File: config.mk
export PLATFORM = sky130hd
export DESIGN_NAME = bb_fifo
export DESIGN_NICKNAME = d
export VERILOG_FILES = /design/src/sv/bb_fifo.sv
export SDC_FILE = /design/constraint.sdc
export NUM_CORES = 1
export LEC_CHECK = 0
export ABC_AREA = 1
export CAP_MARGIN = 10
export CORE_UTILIZATION = 50
export DETAILED_ROUTE_END_ITERATION = 8
export DONT_BUFFER_PORTS = 1
export PLACE_DENSITY_LB_ADDON = 0.15
export SYNTH_ARGS = -nofsm -noshare
export SYNTH_HDL_FRONTEND = slang
export SYNTH_SLANG_ARGS = --single-unit
File: constraint.sdc
create_clock -name clk_i -period 2.1 [get_ports clk_i]
set_input_delay 0.315 -clock clk_i [delete_from_list [all_inputs] [get_ports clk_i]]
set_output_delay 0.315 -clock clk_i [all_outputs]
set_load 0.05 [all_outputs]
File: src/sv/bb_fifo.sv
// small register based fifo, first word shown on rdata_o
// no dependencies
`default_nettype none
module bb_fifo #(
  parameter int WIDTH = 8,
  parameter int DEPTH = 4
) (
  input  wire logic                       clk_i,
  input  wire logic                       rst_ni,
  input  wire logic                       push_i,
  input  wire logic [WIDTH-1:0]           wdata_i,
  input  wire logic                       pop_i,
  output logic      [WIDTH-1:0]           rdata_o,
  output logic                            empty_o,
  output logic      [$clog2(DEPTH+1)-1:0] count_o
);

  localparam int AW   = (DEPTH > 1) ? $clog2(DEPTH) : 1;
  localparam int CNTW = $clog2(DEPTH + 1);

  logic [WIDTH-1:0] mem_q [DEPTH];
  logic [AW-1:0]    wr_q, wr_d, rd_q, rd_d;
  logic [CNTW-1:0]  cnt_q, cnt_d;
  logic             do_pop;

  assign empty_o = (cnt_q == '0);
  assign count_o = cnt_q;
  assign rdata_o = mem_q[rd_q];
  assign do_pop  = pop_i && !empty_o;

  always_comb begin
    wr_d  = wr_q;
    rd_d  = rd_q;
    cnt_d = cnt_q;
    if (push_i) begin
      wr_d = (wr_q == AW'(DEPTH - 1)) ? '0 : wr_q + 1'b1;
    end
    if (do_pop) begin
      rd_d = (rd_q == AW'(DEPTH - 1)) ? '0 : rd_q + 1'b1;
    end
    if (push_i && !do_pop) begin
      cnt_d = cnt_q + 1'b1;
    end else if (!push_i && do_pop) begin
      cnt_d = cnt_q - 1'b1;
    end
  end

  always_ff @(posedge clk_i or negedge rst_ni) begin
    if (!rst_ni) begin
      wr_q  <= '0;
      rd_q  <= '0;
      cnt_q <= '0;
    end else begin
      wr_q  <= wr_d;
      rd_q  <= rd_d;
      cnt_q <= cnt_d;
    end
  end

  always_ff @(posedge clk_i) begin
    if (push_i) begin
      mem_q[wr_q] <= wdata_i;
    end
  end

endmodule
`default_nettype wire

==> key figures, run 1 <==
Floorplanning
  • Die height: between 60 and 70 um
  • Die X: 60.8 um
  • Area of the die: between 3000 and 4000 um2
  • Initial Util: 54.4%
  • Core ar.: approximately 3200 um2
  • # IOs: 24
  • FP Rows: 20

Critical path
  • CP Max Fanout: 8
  • Crit path cell chain: inv_1 > o211ai_1 > nand2_1
  • Worst path slowest cell: dfrtp_1
  • Crit path largest cell delay: about 0.45 ns
  • Critical path class: reg -> out
  • Worst Path Required: ~1.8 ns
  • Element type at the critical path end: output pin
  • Critical Path Start Type: flip-flop
  • Crit path arrival time: around 1.5 ns

Placement
  • Port Buffers: 0
  • Cells after DPL: a little under 200
  • Post-detail-place hpwl: between 1500 and 2000 um
  • RePlAce Congestion: roughly 0.78

Synthesis
  • Avg Cell Area, Syn: between 10 and 15 um2
  • Syn. warnings: 0
  • Post-synth top area share: a little under three fifths
  • Register bit count reported by yosys: 39
  • Seq/Total Area, Yosys: 65.7%
  • Library cells used by synthesis: 14
  • Area leader, netlist: edfxtp_1
  • Total nets after synthesis: ~170
  • Synthesized netlist cell count: around 150
  • Post-Syn Area: around 1700 um2
  • Area contributors post-synth: edfxtp_1 56%, dfrtp_1 10%, nand2_1 9.3%

Route
  • Vias/cell: ~4.8
  • Final wirelength: ~2700 um
  • Drt pass-1 iters: 4
  • Vias: 1001
  • Final antenna-violating net count: 0
  • WL per Instance: 12.9 um
  • DRT iter0 DRCs: 27
  • DRC viols: 0

Pwr
  • P_leak: 0.843 nW
  • Power Total: ~0.0030 W
  • Power per Cell Area: between 1500 and 2000 nW/um2
  • Peak supply drop: 678 uV

Global routing
  • First-pass GRT wire length: roughly 4400 um
  • Overall routing resource usage: between 15 and 20%
  • Met1 global-route usage: about a fifth
  • Most crowded layer after global routing: met2
  • Vias in the first global route: about 1000
  • GRT Residual Overflow: 0
  • M2 GR Usage: 28.7%
  • Met3 Use GR: ~7.0%
  • Initial antenna violation count: 0
  • Pin count of the biggest net entering global routing: 36

Finish
  • Layout area overhead: 10.1%
  • Post-Layout Cell Count: 208
  • Share of cells above drive strength 1: 12.2%
  • # fillers: ~270
  • NumNets Final: about 180
  • # diodes: 0

STA
  • Max_slew headroom: approximately 69%
  • Hold_ws: a little over 0.06 ns
  • Period utilization: between 80 and 90%
  • Worst clock skew: 0.00546 ns
  • Final Hold Fails: 0
  • Min Clock Period, post-route: about 1.9 ns
  • RSZ-0062 raised after global routing: false
  • Fmax: 538 MHz
  • Slew Limit Fails: 0
  • Setup TNS: 0 ns
  • Slew at the pin with the worst max-slew slack: between 0.4 and 0.5 ns
  • Count of final setup violators: 0

Clock tree
  • CTS tree: yes
  • Setup bufs post-CTS: 0
  • Clock root buffer: clkbuf_4
  • Reg clk slew, reported paths: 0.10 ns
  • Clk_lat worst skew: approximately 0.34 ns
  • TritonCTS buffer count: 5
  • H-Tree Depth: 2
  • Clock Sinks: 39
  • CTS max path bufs: 2

Status
  • Status: completed

Worst hold path
  • Hold Path Class: in -> reg

Job
  • Total of max-cap violations: 0
-- stage by stage --
step | util, % | area (um2) | worst slack (ns)
2_1_floorplan | - | 1730 | 0.210
3_3_place_gp | 57.2 | 1820 | 0.478
3_5_place_dp | 57.2 | 1820 | 0.402
4_1_cts | 60.0 | 1910 | 0.201
5_1_grt | 60.0 | 1910 | 0.162
6_report | 60.0 | 1910 | 0.240
-- synthesized netlist by cell type --
library cell,count
edfxtp_1,32
fa_1,1
nand3_1,3
o21ai_0,2
inv_1,28
nor2_1,3
xnor2_1,1
o211ai_1,15
ha_1,6
nand2_1,43
o211ai_2,1
dfrtp_1,7
buf_6,5
nand4_1,1
-- cells by family (layout without fill, tap and decap cells) --
kind of cell	after synthesis	count (layout)	synth area share, %
xor+xnor	1	1	0.506
fa+ha+maj	7	7	5.50
simple gates	50	50	11.2
compound gates	18	18	7.81
flops	39	39	65.7
buf+inv	33	49	9.33
-- sequential cells by signal, indices dropped and copies added, names as in the netlist --
signal and flops:
count_o 3, mem_q 32, rd_q 2, wr_q 2
-- critical path: cells and delay by family (launching register included) --
family	cells	cell delay, ns
compound gates	1	0.14
buf+inv	1	0.25
simple gates	1	0.37
flops	1	0.45
-- worst paths after layout --
| check | start | end | slack (ns) | cells past startpoint |
|---|---|---|---|---|
| worst max-delay path | rd_q[1] | rdata_o[1] | 0.24 | 3 |
| worst min-delay path | push_i | wr_q[0] | 0.06 | 1 |
| worst max register to register | count_o[1] | count_o[2] | 0.36 | 10 |
| worst min register to register | count_o[2] | count_o[2] | 0.57 | 3 |
| max in group asynchronous | rst_ni | rd_q[0] | 1.56 | 1 |
| min in group asynchronous | rst_ni | wr_q[1] | 0.30 | 1 |
-- routing by layer --
layer	part of all wire [%]	vias up
met4	1.8	0
li1	-	519
met5	0	-
met3	6.5	5
met1	44	454
met2	48	23
-- layout make-up --
type / count / area, um2 / share of cell area (%)
inverters: 28 / 105 / 5.52
well taps: 44 / 55.1 / 2.89
multi-input cells: 76 / 433 / 22.7
clock inverters: 3 / 38.8 / 2.04
clock buffers: 5 / 37.5 / 1.97
flip-flops and latches: 39 / 1140 / 59.6
repair buffers: 13 / 100 / 5.25
-- report_power, final --
part	internal (W)	switching, W
logic	0.000407	0.00104
clock network	0.000245	0.000228
registers	0.00102	0.0000670
total	0.00167	0.00134
-- cell usage in the layout, fill, tap and decap left out, drive strengths merged --
cell type	netlist	layout
ha	6	6
nand3	3	3
dfrtp	7	7
dlygate4sd3	0	1
o211ai	16	16
bufinv	0	1
edfxtp	32	32
clkbuf	0	5
xnor2	1	1
clkinv	0	2
nand2	43	43
inv	28	28
buf	5	12
nand4	1	1
nor2	3	3
o21ai	2	2
fa	1	1
-- timing repair --
| action | in CTS | in global routing |
|---|---|---|
| hold endpoints to repair | 7 | 0 |
| hold buffers | 1 | 0 |
| setup endpoints to repair | 0 | 0 |
| resized for setup | 0 | 0 |
Power figures use the tool's default switching activity.
==> run 2: changes to the inputs <==
==> constraint.sdc (replaced) <==
create_clock -name clk_i -period 2.1 [get_ports clk_i]
set_input_delay 0.42 -clock clk_i [delete_from_list [all_inputs] [get_ports clk_i]]
set_output_delay 0.42 -clock clk_i [all_outputs]
set_load 0.05 [all_outputs]
==> key figures, run 2 (same netlist as run 1, synthesis figures left out) <==
Status
  • Status: completed

Finish
  • # fillers: 279
  • Share of cells above drive strength 1: around 13%
  • NumNets Final: 182
  • Max reg flops: 32
  • Commonest non-fill, non-tap cells in the layout: 43 x nand2_1, 32 x edfxtp_1, 28 x inv_1
  • Layout area overhead: 10.4%
  • Largest Register: mem_q
  • # diodes: 0
  • Post-Layout Cell Count: 208
  • Commonest non-fill, non-tap cell in the layout: nand2_1

Critical path
  • Crit path arrival time: 1.51 ns
  • Worst Path Required: ~1.7 ns
  • Reg2Reg Depth: 10
  • Crit Reg-Reg Startpoint: count_o[1]
  • Critical Path Start Type: flip-flop
  • CP Max Fanout: 35
  • Element type at the critical path end: output pin
  • Critical path class: reg -> out
  • RR Endpoint: count_o[2]
  • R2r setup slk: 0.29 ns

Route
  • Drt pass-1 iters: 4
  • Vias: around 1000
  • DRT iter0 DRCs: 27
  • Vias/cell: roughly 4.9
  • WL per Instance: 13.3 um
  • DRC viols: 0
  • Final wirelength: 2770 um
  • Final antenna-violating net count: 0

Placement
  • Port Buffers: 0
  • Post-detail-place hpwl: a little under 2000 um
  • Cells after DPL: 199
  • RePlAce Congestion: about 0.80

Pwr
  • Combinational share of power: between 40% and 50%
  • Power per Cell Area: 1600 nW/um2
  • P_sw: around 0.0014 W
  • Seq pwr share: 35.2%
  • P_leak: 0.846 nW
  • Peak supply drop: about 690 uV
  • Clock power frac: around 16%
  • Sw frac: between 40% and 50%
  • Internal power: roughly 0.0017 W

Clock tree
  • TritonCTS buffer count: 5
  • CTS tree: yes
  • Setup bufs post-CTS: 0
  • Clock Sinks: 39
  • CTS max path bufs: 2
  • Clk_lat worst skew: approximately 0.33 ns
  • Reg clk slew, reported paths: around 0.11 ns
  • H-Tree Depth: 2
  • Clock root buffer: clkbuf_4

Floorplanning
  • Die X: about 61 um
  • Core ar.: around 3200 um2
  • Initial Util: approximately 54%
  • Area of the die: 3700 um2
  • # IOs: 24
  • FP Rows: 20
  • Die height: between 60 and 70 um

Global routing
  • GRT Residual Overflow: 0
  • Pin count of the biggest net entering global routing: 36
  • First-pass GRT wire length: between 4000 and 5000 um
  • Overall routing resource usage: between 15 and 20%
  • Met1 global-route usage: roughly a fifth
  • Initial antenna violation count: 0
  • Most crowded layer after global routing: met2
  • Met3 Use GR: between 6 and 7%
  • Vias in the first global route: about 1100
  • M2 GR Usage: between 30% and 40%

STA
  • Count of final setup violators: 0
  • Setup TNS: 0 ns
  • Worst clock skew: ~0.0096 ns
  • Slew Limit Fails: 0
  • Slew at the pin with the worst max-slew slack: approximately 0.46 ns
  • RSZ-0062 raised after global routing: false
  • Max_slew headroom: 69.3%
  • Final Hold Fails: 0
  • Period utilization: roughly nine tenths
  • Fmax: 519 MHz
  • Min Clock Period, post-route: 1.93 ns

Worst hold path
  • Hold Path Origin: push_i
  • Worst Hold Depth: 1
  • Hold endpoint: wr_q[0]
  • Hold Path Class: in -> reg

Job
  • Total of max-cap violations: 0
## run 2: cell count changes in the layout (fill, tap and decap cells not counted)
| cell | before | now |
|---|---|---|
| clkinv_1 | 1 | 0 |
| clkinv_4 | 0 | 1 |
## run 2: cell type report
cell class                 instances  area (um2)  share of cell area (%)
tap                               44        55.1                    2.88
clock inverter                     3        43.8                    2.29
clock buffer                       5        37.5                    1.96
multi-input combinational         76         433                    22.7
sequential                        39        1140                    59.5
inverter                          28         105                    5.50
timing repair buffer              13         100                    5.24
## run 2: worst max-delay path, cell delays in order, from the launching register on
cell and delay, ns:
dfrtp_1 0.37, buf_4 0.23, nand2_1 0.11, o211ai_1 0.09, nand2_1 0.38
## run 2: stage by stage
step                      util (%)  power [W]  area [um2]  hold WS, ns  worst slack (ns)
final                         60.1    0.00305        1910        0.165             0.172
after global routing          60.1    0.00326        1910        0.133            0.0776
after CTS                     60.1    0.00308        1910        0.143             0.150
after detailed placement      57.2    0.00259        1820        0.125             0.320
after global placement        57.2    0.00253        1820        0.125             0.480
after floorplan                  -    0.00228        1730        0.124             0.210
## run 2: power by group through the flow
stage	clock network, W	registers, W	logic (W)
floorplan	0	0.00121	0.00107
global placement	0	0.00109	0.00144
detailed placement	0	0.00109	0.00149
CTS	0.000501	0.00107	0.00150
global route	0.000540	0.00109	0.00163
finish	0.000489	0.00107	0.00149
## run 2: timing repair
action / CTS / global route
hold buffers: 1 / 0
resized for setup: 0 / 0
endpoints found under the hold margin: 7 / 0
## run 2: how the worst max path moves through the flow
stage	start	end	slack, ns	cells past startpoint
after CTS	rd_q[0]	rdata_o[1]	0.15	4
after detailed placement	count_o[1]	count_o[2]	0.32	10
final	rd_q[0]	rdata_o[1]	0.17	4
after global placement	count_o[1]	count_o[2]	0.48	10
after floorplan	count_o[0]	count_o[2]	0.21	10
after global routing	rd_q[0]	rdata_o[1]	0.08	4
## run 2: layer usage
metal	part of all wire [%]	up-vias	wire [um]
met1	43	483	1180
met2	50	23	1380
li1	-	517	-
met5	0	-	0
met3	5.4	6	149
met4	2.0	0	54
