<file path="src/sv/bb_pkg.sv">
// shared constants and types of the 6x6 box blur
// no dependencies
`default_nettype none
package bb_pkg;

  localparam int DEF_RADIUS    = 3;
  localparam int DEF_MAX_WIDTH = 2048;

  localparam int PIX_W = 8;
  localparam int NCH   = 4;
  localparam int WORD_W = PIX_W * NCH;

  localparam int W_CFG      = 12;
  localparam int H_CFG      = 13;
  localparam int CFG_DATA_W = 13;
  localparam int CFG_IDX_W  = 2;

  localparam logic [CFG_IDX_W-1:0] REG_WIDTH  = 2'd0;
  localparam logic [CFG_IDX_W-1:0] REG_HEIGHT = 2'd1;

  localparam logic [W_CFG-1:0] RESET_WIDTH  = 12'd640;
  localparam logic [H_CFG-1:0] RESET_HEIGHT = 13'd480;

  localparam int MID_DEPTH = 4;
  localparam int OUT_DEPTH = 8;

  typedef struct packed {
    logic clear;
    logic emit;
    logic last;
  } bb_flags_t;

endpackage
`default_nettype wire

</file>
<file path="src/sv/bb_fifo.sv">
// small register based fifo, first word shown on rdata_o
// no dependencies
`default_nettype none
module bb_fifo #(
  parameter int WIDTH = 8,
  parameter int DEPTH = 4
) (
  input  wire logic                       clk_i,
  input  wire logic                       rst_ni,
  input  wire logic                       push_i,
  input  wire logic [WIDTH-1:0]           wdata_i,
  input  wire logic                       pop_i,
  output logic      [WIDTH-1:0]           rdata_o,
  output logic                            empty_o,
  output logic      [$clog2(DEPTH+1)-1:0] count_o
);

  localparam int AW   = (DEPTH > 1) ? $clog2(DEPTH) : 1;
  localparam int CNTW = $clog2(DEPTH + 1);

  logic [WIDTH-1:0] mem_q [DEPTH];
  logic [AW-1:0]    wr_q, wr_d, rd_q, rd_d;
  logic [CNTW-1:0]  cnt_q, cnt_d;
  logic             do_pop;

  assign empty_o = (cnt_q == '0);
  assign count_o = cnt_q;
  assign rdata_o = mem_q[rd_q];
  assign do_pop  = pop_i && !empty_o;

  always_comb begin
    wr_d  = wr_q;
    rd_d  = rd_q;
    cnt_d = cnt_q;
    if (push_i) begin
      wr_d = (wr_q == AW'(DEPTH - 1)) ? '0 : wr_q + 1'b1;
    end
    if (do_pop) begin
      rd_d = (rd_q == AW'(DEPTH - 1)) ? '0 : rd_q + 1'b1;
    end
    if (push_i && !do_pop) begin
      cnt_d = cnt_q + 1'b1;
    end else if (!push_i && do_pop) begin
      cnt_d = cnt_q - 1'b1;
    end
  end

  always_ff @(posedge clk_i or negedge rst_ni) begin
    if (!rst_ni) begin
      wr_q  <= '0;
      rd_q  <= '0;
      cnt_q <= '0;
    end else begin
      wr_q  <= wr_d;
      rd_q  <= rd_d;
      cnt_q <= cnt_d;
    end
  end

  always_ff @(posedge clk_i) begin
    if (push_i) begin
      mem_q[wr_q] <= wdata_i;
    end
  end

endmodule
`default_nettype wire

</file>
<file path="src/sv/bb_back.sv">
// back end: window of column sums, total, division by the window area, result queue
// depends on bb_pkg and bb_fifo
`default_nettype none
module bb_back #(
  parameter int RADIUS = bb_pkg::DEF_RADIUS
) (
  input  wire logic                     clk_i,
  input  wire logic                     rst_ni,
  input  wire logic                     mid_empty_i,
  input  wire logic [bb_pkg::NCH*(bb_pkg::PIX_W+$clog2(2*RADIUS))-1:0] mid_sum_i,
  input  wire bb_pkg::bb_flags_t        mid_flags_i,
  output logic                          mid_pop_o,
  input  wire logic                     pop_i,
  output logic                          empty_o,
  output logic [bb_pkg::PIX_W-1:0]      red_o,
  output logic [bb_pkg::PIX_W-1:0]      green_o,
  output logic [bb_pkg::PIX_W-1:0]      blue_o,
  output logic [bb_pkg::PIX_W-1:0]      alpha_o,
  output logic                          frame_end_o
);
  import bb_pkg::*;

  localparam int WIN   = 2 * RADIUS;
  localparam int COL_W = PIX_W + $clog2(WIN);
  localparam int SUM_W = COL_W + $clog2(WIN);
  localparam int DIV   = 4 * RADIUS * RADIUS;
  localparam int K     = SUM_W + $clog2(DIV) + 1;
  localparam longint unsigned MUL = ((64'd1 << K) + 64'(DIV) - 64'd1) / 64'(DIV);
  localparam int MW    = K + 1;
  localparam int PW    = SUM_W + MW;
  localparam int OW    = NCH * PIX_W + 1;
  localparam int CNTW  = $clog2(OUT_DEPTH + 1);
  localparam int OCCW  = $clog2(OUT_DEPTH + 4);

  logic [WIN-1:0][NCH-1:0][COL_W-1:0] win_q;
  logic [NCH-1:0][SUM_W-1:0] tot_q;
  logic [NCH-1:0][PW-1:0]    prod_q;
  logic ea_q, eb_q, ec_q, la_q, lb_q, lc_q;
  logic [CNTW-1:0] out_cnt;
  logic [OCCW-1:0] occ;
  logic [OW-1:0]   out_wdata, out_rdata;

  // credit: room in the result queue for everything still in the pipe
  assign occ = OCCW'(out_cnt) + OCCW'(ea_q) + OCCW'(eb_q) + OCCW'(ec_q);
  assign mid_pop_o = !mid_empty_i && (occ < OCCW'(OUT_DEPTH));

  always_ff @(posedge clk_i or negedge rst_ni) begin
    if (!rst_ni) begin
      ea_q <= 1'b0;
      eb_q <= 1'b0;
      ec_q <= 1'b0;
    end else begin
      ea_q <= mid_pop_o && mid_flags_i.emit;
      eb_q <= ea_q;
      ec_q <= eb_q;
    end
  end

  always_ff @(posedge clk_i) begin
    if (mid_pop_o) begin
      for (int j = 0; j < WIN - 1; j++) begin
        win_q[j] <= mid_flags_i.clear ? '0 : win_q[j+1];
      end
      win_q[WIN-1] <= mid_sum_i;
      la_q         <= mid_flags_i.last;
    end
  end

  always_ff @(posedge clk_i) begin
    logic [SUM_W-1:0] acc;
    for (int ch = 0; ch < NCH; ch++) begin
      acc = '0;
      for (int j = 0; j < WIN; j++) begin
        acc = acc + SUM_W'(win_q[j][ch]);
      end
      tot_q[ch] <= acc;
    end
    lb_q <= la_q;
  end

  // divide by the area as a multiply by the rounded-up reciprocal
  always_ff @(posedge clk_i) begin
    for (int ch = 0; ch < NCH; ch++) begin
      prod_q[ch] <= PW'(tot_q[ch]) * PW'(MUL);
    end
    lc_q <= lb_q;
  end

  always_comb begin
    out_wdata[OW-1] = lc_q;
    for (int ch = 0; ch < NCH; ch++) begin
      out_wdata[ch*PIX_W +: PIX_W] = prod_q[ch][K +: PIX_W];
    end
  end

  bb_fifo #(
    .WIDTH (OW),
    .DEPTH (OUT_DEPTH)
  ) u_out_q (
    .clk_i   (clk_i),
    .rst_ni  (rst_ni),
    .push_i  (ec_q),
    .wdata_i (out_wdata),
    .pop_i   (pop_i),
    .rdata_o (out_rdata),
    .empty_o (empty_o),
    .count_o (out_cnt)
  );

  assign red_o       = out_rdata[0*PIX_W +: PIX_W];
  assign green_o     = out_rdata[1*PIX_W +: PIX_W];
  assign blue_o      = out_rdata[2*PIX_W +: PIX_W];
  assign alpha_o     = out_rdata[3*PIX_W +: PIX_W];
  assign frame_end_o = out_rdata[OW-1];

endmodule
`default_nettype wire

</file>
<file path="config.mk">
export PLATFORM = sky130hd
export DESIGN_NAME = bb_back
export DESIGN_NICKNAME = d
export VERILOG_FILES = /design/src/sv/bb_pkg.sv /design/src/sv/bb_fifo.sv /design/src/sv/bb_back.sv
export SDC_FILE = /design/constraint.sdc
export NUM_CORES = 1
export LEC_CHECK = 0
export BUFFER_PORTS_ARGS = -buffer_cell sky130_fd_sc_hd__buf_2
export CAP_MARGIN = 20
export CORE_MARGIN = 8
export CORE_UTILIZATION = 55
export CTS_BUF_LIST = sky130_fd_sc_hd__clkbuf_2
export DETAILED_ROUTE_END_ITERATION = 10
export PLACE_DENSITY = 0.8
export SLEW_MARGIN = 5
export SYNTH_ARGS = -nofsm -noshare
export SYNTH_HDL_FRONTEND = slang
export SYNTH_HIERARCHICAL = 1
export SYNTH_SLANG_ARGS = --single-unit
</file>
<file path="constraint.sdc">
create_clock -name clk_i -period 15.6 [get_ports clk_i]
set_input_delay 0.78 -clock clk_i [delete_from_list [all_inputs] [get_ports clk_i]]
set_output_delay 0.78 -clock clk_i [all_outputs]
set_load 0.01 [all_outputs]
</file>
==> flow_summary.rst <==
.. list-table::
   :header-rows: 1

   * - Metric
     - Value
   * - Overflow left after global routing
     - 0
   * - Setup_tns
     - 0 ns
   * - Worst setup path startpoint
     - tot_q[39]
   * - Max Clk Rate
     - 182.2 MHz
   * - Synthesized cell area
     - 0.04237 mm2
   * - Leading cell type by number of instances after synthesis
     - sky130_fd_sc_hd__inv_1
   * - Total Wirelength
     - 74320 um
   * - Share of the clock period used by the worst path
     - 35.18%
   * - Worst setup SP type
     - flop
   * - Synthesized area per cell
     - 13.25 um2
   * - Req. time, crit path
     - 16.72 ns
   * - Reg-to-Reg End
     - out_wdata[20]
   * - Setup violators final
     - 0
   * - Yosys synthesis warning count
     - 6
   * - Fin nets
     - 4427
   * - Layout filler cell count
     - 5945
   * - CTS clk-pin slew, worst paths
     - 0.10 ns
   * - Fin cells
     - 4633
   * - Chip height
     - 293.5 um
   * - Area of the placeable core
     - 0.07608 mm2
   * - Status
     - completed
   * - Hold Vio Cnt, Final
     - 0
   * - Max-capacitance violation count
     - 0
   * - Fraction of layout cells with a size suffix above 1
     - 13.77%
   * - Category of the critical setup timing path
     - reg -> reg
   * - Overall via count from detail_route
     - 23260
   * - Row count
     - 101
   * - Setup slack on the worst flop-to-flop path
     - 10.11 ns
   * - Most frequently used flop master after synthesis
     - sky130_fd_sc_hd__edfxtp_1
   * - Cell Count Post-Placement
     - 4282
   * - Insertion delay to the later sink of the worst-skew pair
     - 1.25 ns
   * - Share of synthesized registers carrying an async set or reset
     - 2.057%
   * - Die outline width
     - 293.5 um
   * - Register area
     - 0.01802 mm2
   * - Synth cell count leaders
     - 785 x sky130_fd_sc_hd__inv_1, 529 x sky130_fd_sc_hd__edfxtp_1, 468 x sky130_fd_sc_hd__ha_1
   * - Number of register bits inferred by synthesis
     - 632
   * - Global-route wire length before repair
     - 124900 um
   * - Top-area cell type share of the netlist area
     - 37.49%
   * - Worst setup skew after layout
     - 0.09740 ns
   * - Number of global-route vias before repair
     - 25360
   * - GRT Total Usage
     - 17.88%
   * - Count of cells resized by post-cts repair
     - 0
   * - CP Data Arrival Time
     - 6.61 ns
   * - Number of buffers inserted by port buffering
     - 85
   * - CTS Sinks
     - 632
   * - Weighted congestion reported at the end of routability-driven placement
     - 0.8968
   * - Post-detailed-placement half-perimeter wirelength
     - 55580 um
   * - Setup repair after global routing missed its margin
     - false
   * - Total area of multi-input combinational cells
     - 0.02124 mm2
   * - Maximum count of clock buffers along a single path
     - 3
   * - TritonCTS clock tree
     - done
   * - Detailed-route wire length per cell
     - 16.04 um
   * - Worst min-delay path category
     - in -> reg
   * - Worst slew margin relative to its limit
     - 19.79%
   * - Number of detailed-route iterations in the first pass
     - 5
   * - Worst Path Max Fanout
     - 5
   * - Distinct cell type count after synthesis
     - 76
   * - Number of DRC markers after the initial detailed-route iteration
     - 1205
   * - Synthesized instance count
     - 3197
   * - Number of slew-limit violations in the final report
     - 0
   * - Relative area change from synthesis to final layout
     - 8.848%
   * - H-tree levels
     - 4
   * - Transition time at the pin with the least slew margin
     - 1.203 ns
   * - Number of enable flip-flop cells after synthesis
     - 529
   * - Number of nets produced by synthesis
     - 4150
   * - Startpoint of the worst register-to-register path
     - tot_q[39]
   * - Total clock buffers created by CTS
     - 160
   * - Type of element capturing the critical path
     - flop
   * - Post-CTS Setup Bufs
     - 0
   * - Avg Vias per Cell
     - 5.020
   * - Most area-consuming cells after synthesis
     - sky130_fd_sc_hd__edfxtp_1 37%, sky130_fd_sc_hd__fa_1 21%, sky130_fd_sc_hd__ha_1 14%
   * - Cell type with the largest total area after synthesis
     - sky130_fd_sc_hd__edfxtp_1
   * - Cells on worst reg2reg path
     - 18
   * - Top-level I/O count
     - 86
   * - Die Footprint
     - 0.08617 mm2
   * - Proportion of synthesized chip area in sequential cells
     - 42.51%
   * - Capture point of the critical path
     - out_wdata[20]
   * - Post-CTS Hold Buffers
     - 60
   * - Number of antenna violations at the first check in global routing
     - 2
   * - Antenna Violating Nets Remaining
     - 0
   * - Period minus WS final
     - 5.487 ns
   * - Initial Utilization
     - 55.69%
   * - Root buffer selected by CTS
     - sky130_fd_sc_hd__clkbuf_2
   * - Largest net degree at the start of global routing
     - 198
   * - Residual DRC count
     - 0
-- cells by family after synthesis --
logic type,share of synthesized area (%)
AO/OA/AOI/OAI,3.520
XOR/XNOR,1.550
adder cells (fa/ha/maj),34.33
buffers and inverters,7.507
flip-flops,42.51
multiplexers,4.817
AND/OR/NAND/NOR,5.762
-- critical path, cell delays in order, from the launching register on --
cell	delay, ns
sky130_fd_sc_hd__dfxtp_1	0.38
sky130_fd_sc_hd__fa_1	0.53
sky130_fd_sc_hd__fa_1	0.58
sky130_fd_sc_hd__inv_1	0.07
sky130_fd_sc_hd__fa_1	0.45
sky130_fd_sc_hd__fa_1	0.50
sky130_fd_sc_hd__inv_1	0.05
sky130_fd_sc_hd__fa_1	0.47
sky130_fd_sc_hd__inv_1	0.05
sky130_fd_sc_hd__fa_1	0.47
sky130_fd_sc_hd__inv_1	0.05
sky130_fd_sc_hd__ha_1	0.26
sky130_fd_sc_hd__nand2_1	0.08
sky130_fd_sc_hd__o21ai_0	0.17
sky130_fd_sc_hd__a2111oi_0	0.47
sky130_fd_sc_hd__o211ai_1	0.23
sky130_fd_sc_hd__a31o_2	0.29
sky130_fd_sc_hd__a21oi_1	0.18
sky130_fd_sc_hd__xnor2_1	0.13
-- stage by stage --
stage / utilization (%) / worst slack (ns) / hold WS (ns) / instance area [um2]
floorplan: - / 1.970 / 0.3096 / 42370
global placement: 57.89 / 10.22 / 0.3120 / 44040
detailed placement: 57.89 / 10.12 / 0.3313 / 44040
CTS: 60.61 / 10.11 / 0.01656 / 46110
global route: 60.62 / 9.672 / 0.06507 / 46120
finish: 60.62 / 10.11 / 0.2321 / 46120
-- sequential cells by signal, summed over array words and instances, names as in the netlist --
register,flops
ea_q,1
lc_q,1
u_out_q/mem_q,264
eb_q,1
ec_q,1
tot_q,56
u_out_q/count_o,4
lb_q,1
win_q,264
la_q,1
out_wdata,32
u_out_q/rd_q,3
u_out_q/wr_q,3
-- placed cells by master, fill, tap and decap left out, types with 17 or more instances in the layout --
master and count:
sky130_fd_sc_hd__a21o_1 30, sky130_fd_sc_hd__a21oi_1 63, sky130_fd_sc_hd__buf_2 84, sky130_fd_sc_hd__clkbuf_2 231
sky130_fd_sc_hd__clkinv_1 35, sky130_fd_sc_hd__dfxtp_1 90, sky130_fd_sc_hd__dlygate4sd3_1 60, sky130_fd_sc_hd__edfxtp_1 529
sky130_fd_sc_hd__fa_1 434, sky130_fd_sc_hd__ha_1 468, sky130_fd_sc_hd__inv_1 785, sky130_fd_sc_hd__mux2_2 20
sky130_fd_sc_hd__mux2_4 17, sky130_fd_sc_hd__mux4_2 65, sky130_fd_sc_hd__nand2_1 31, sky130_fd_sc_hd__nand3_1 22
sky130_fd_sc_hd__nor2_1 50, sky130_fd_sc_hd__nor2b_1 221, sky130_fd_sc_hd__nor3_1 23, sky130_fd_sc_hd__o21ai_0 42
sky130_fd_sc_hd__xnor2_1 55, sky130_fd_sc_hd__xor2_1 20
-- per-layer routing --
metal / vias up / part of all wire (%) / GRT usage (%)
met5: - / 0 / 0
li1: 11180 / - / -
met2: 490 / 46 / 28.72
met3: 126 / 5.1 / 3.751
met4: 0 / 1.9 / 5.521
met1: 11460 / 47 / 24.51
-- worst min path at each step --
stage / startpoint / end / slack, ns / cells after the start
6_report: mid_sum_i[23] / win_q[243] / 0.23 / 2
5_1_grt: mid_sum_i[23] / win_q[243] / 0.07 / 2
4_1_cts: mid_sum_i[23] / win_q[243] / 0.02 / 2
3_5_place_dp: lb_q / lc_q / 0.33 / 0
3_3_place_gp: lb_q / lc_q / 0.31 / 0
2_1_floorplan: lb_q / lc_q / 0.31 / 0
-- area by class of cell --
class	instances	area share, %
multi-input cells	1736	46.05
flip-flops and latches	632	39.07
inverters	785	6.390
well taps	1030	2.795
clock buffers	231	2.507
repair buffers	159	2.493
clock inverters	59	0.6864
diodes	1	0.005426
Power is not shown: default switching activity piles up to over one toggle a cycle in this logic, so the estimate is an artifact.
